**src/qd_ram.sv**
```systemverilog
`timescale 1ns / 1ps
`default_nettype none
// ----------------------------------------------------------------------------
// qd_ram: simple dual-port synchronous RAM
// One write port, one read port, registered read data.
// ----------------------------------------------------------------------------
module qd_ram #(
  parameter int WIDTH = 192,
  parameter int DEPTH = 8
) (
  input  wire logic                     clk_i,
  input  wire logic                     we_i,
  input  wire logic [$clog2(DEPTH)-1:0] waddr_i,
  input  wire logic [WIDTH-1:0]         wdata_i,
  input  wire logic                     re_i,
  input  wire logic [$clog2(DEPTH)-1:0] raddr_i,
  output logic      [WIDTH-1:0]         rdata_o
);

  logic [WIDTH-1:0] mem_q [DEPTH];

  always_ff @(posedge clk_i) begin
    if (we_i) begin
      mem_q[waddr_i] <= wdata_i;
    end
  end

  // hold read data between reads
  always_ff @(posedge clk_i) begin
    if (re_i) begin
      rdata_o <= mem_q[raddr_i];
    end
  end

endmodule

`default_nettype wire

```
**config.mk**
```make
export PLATFORM = sky130hd
export DESIGN_NAME = qd_ram
export DESIGN_NICKNAME = d
export VERILOG_FILES = /design/src/qd_ram.sv
export SDC_FILE = /design/constraint.sdc
export NUM_CORES = 1
export LEC_CHECK = 0
export BUFFER_PORTS_ARGS = -buffer_cell sky130_fd_sc_hd__buf_2
export CAP_MARGIN = 20
export CORE_ASPECT_RATIO = 2
export CORE_UTILIZATION = 50
export DETAILED_ROUTE_END_ITERATION = 7
export PLACE_DENSITY = 0.71
export SETUP_SLACK_MARGIN = 0.02
export SKIP_CTS_REPAIR_TIMING = 1
export SYNTH_ARGS = -nofsm -noshare
export SYNTH_HDL_FRONTEND = slang
export SYNTH_SLANG_ARGS = --single-unit
export TNS_END_PERCENT = 1
```
**constraint.sdc**
```tcl
create_clock -name clk_i -period 22 [get_ports clk_i]
set_input_delay 3.3 -clock clk_i [delete_from_list [all_inputs] [get_ports clk_i]]
set_output_delay 3.3 -clock clk_i [all_outputs]
set_load 0.01 [all_outputs]
```
==> results.txt <==
TritonCTS clock tree: yes
synth cell count leaders: edfxtp_1, mux4_1, mux2_2
# placed instances: 4438
R2R Path End: rdata_o[61]
first-pass GRT wire length: 193000 µm
Syn. warnings: 0
min-delay src: mem_q[2][166]
Routed WL: 132000 µm
Hold Fails Final Rpt: 0
DR pass1 iterations: 5
Crit Path Max Fanout: 75
top_reg_cell synth: edfxtp_1
max_slew headroom: 0.245
setup TNS: 0 ps
Worst R2R Setup Slack: 20550 ps
Yosys cell types: 13
CP Launch Point: raddr_i[0]
biggest area consumer among synthesized cells: edfxtp_1
crit path capture type: flip-flop
placed cell area: 68200 µm²
Post-synth EDFFs: 1728
Die Wd: 256 µm
flip-flop and latch count after synthesis: 1728
top-count cell post-synth: edfxtp_1
CTS Buf Count: 145
fin area: 73100 µm²
Non-Filler Instances: 4716
register area share after synthesis: 0.806
Detailed Route Iter0 Violations: 1808
CP startpoint kind: primary input
Final period util: 0.325
status: finished clean
Initial Util: 0.506
GRT overflow: 0
worst vdd ir: 0.0850 mV
Final HPWL DP: 71300 µm
Max Freq: 0.140 GHz
post-synth top area share: 0.806
CTS Root Cell: clkbuf_16
Worst-Margin Slew: 1130 ps
PD cells: 91.9 nW/µm²
Core ar.: 127000 µm²
Max Cap Viol: 0
Clk Latency, worst-skew pair: 780 ps
share of post-route cells with drive strength above 1: 0.329
Worst EP required: 22510 ps
syn nets: 2625
WL/cell: 28.0 µm
row cnt: 185
WP data arrival: 7650 ps
Routed Antenna Nets: 0
Die Footprint: 130000 µm²
Final WS setup: 14860 ps
fillers: 8999
GRT Util Overall: 0.206
Mean Syn Cell Area: 26.6 µm²
critical path endpoint: rdata_o[159]
routed vias/inst: 5.79
post-layout util: 0.574
initial antenna violation count: 36
cells on worst reg2reg path: 2
area delta synth->final: 13.4%
number of global-route vias before repair: 29500
Async SR Flop Fraction: 0
Max clock buf depth: 3
Tightest Hold Check Type: flip-flop to flip-flop
worst r2r src: mem_q[6][61]
hold-critical path depth: 2
Worst Skew: 29.5 ps
Residual DRC: 0
Mapped Area: 64400 µm²
RSZ-0062 raised after global routing: no
vias: 27300
H-tree Lvls: 4
pin count of the biggest net entering global routing: 115
Syn Inst Count: 2424
Worst-path clk slew: 60 ps
setup violators final: 0
Max Slew Vio Count: 0
top cells by area, synth: edfxtp_1, mux4_1, mux4_2
Clock Sinks: 1728
Die H: 510 µm
dpl ws: 13940 ps
routability cong.: 0.704
P_leak: 24.2 nW
post-layout net count: 3104
Buffers on Ports: 392
Setup CP Type: primary input to flip-flop
minimum clock period: 7140 ps
I/O pin count: 393
through the flow:
step	hold slack, ps	total power, mW
global route	764	6.91
finish	734	6.71
CTS	739	6.78
global placement	718	4.19
floorplan	716	4.07
detailed placement	730	4.22
worst min-delay path by stage:
stage          slack, ps           end
6_report             730  rdata_o[166]
5_1_grt              760  rdata_o[103]
4_1_cts              740  rdata_o[166]
3_5_place_dp         730  rdata_o[125]
3_3_place_gp         720   rdata_o[52]
2_1_floorplan        720    rdata_o[0]
layout make-up:
class | count | area (µm²) | share of cell area
Antenna cell | 14 | 35.0 | 0.000479
Clock buffer | 170 | 3740 | 0.0512
Clock inverter | 93 | 1020 | 0.0139
Multi-Input combinational cell | 589 | 11800 | 0.162
Sequential cell | 1728 | 51900 | 0.710
Tap cell | 1683 | 2110 | 0.0288
Timing Repair Buffer | 439 | 2440 | 0.0334
where the power goes:
| part | internal (mW) | switching (mW) | total [mW] |
|---|---|---|---|
| clock network | 1.41 | 1.16 | 2.58 |
| logic | 0.152 | 0.189 | 0.341 |
| registers | 3.76 | 0.0334 | 3.79 |
worst max-delay path, cell delays in order:
cell and delay, ps:
buf_8 620, buf_4 870, buf_4 930, buf_4 850, mux4_1 650, mux2_2 270
registers in the layout, summed over array words and instances, names as in the netlist:
name,flops
mem_q,1536
rdata_o,192
metal layers:
metal  global-route usage  wire length (µm)
met1                0.243             50100
met2                0.370             70600
met3               0.0516              8290
met4               0.0616              2980
met5                    0               260
cell families (layout without fill, tap and decap cells):
logic type	count (synthesis)	in the layout	synth area share
flops	1728	1728	0.806
mux	576	576	0.182
buf+inv	107	702	0.0114
simple gates	13	13	0.000913
other cells	0	14	0
placed cells by master, fill, tap and decap left out, drive strengths merged, types with 3 or more instances in the layout:
| cell type | instances |
|---|---|
| edfxtp | 1728 |
| buf | 439 |
| mux4 | 384 |
| mux2 | 192 |
| clkbuf | 170 |
| clkinv | 62 |
| bufinv | 15 |
| diode | 14 |
| inv | 11 |
| nor2 | 6 |
| clkinvlp | 5 |
| nand2b | 3 |
No activity file was read; power rests on OpenSTA's default activity.
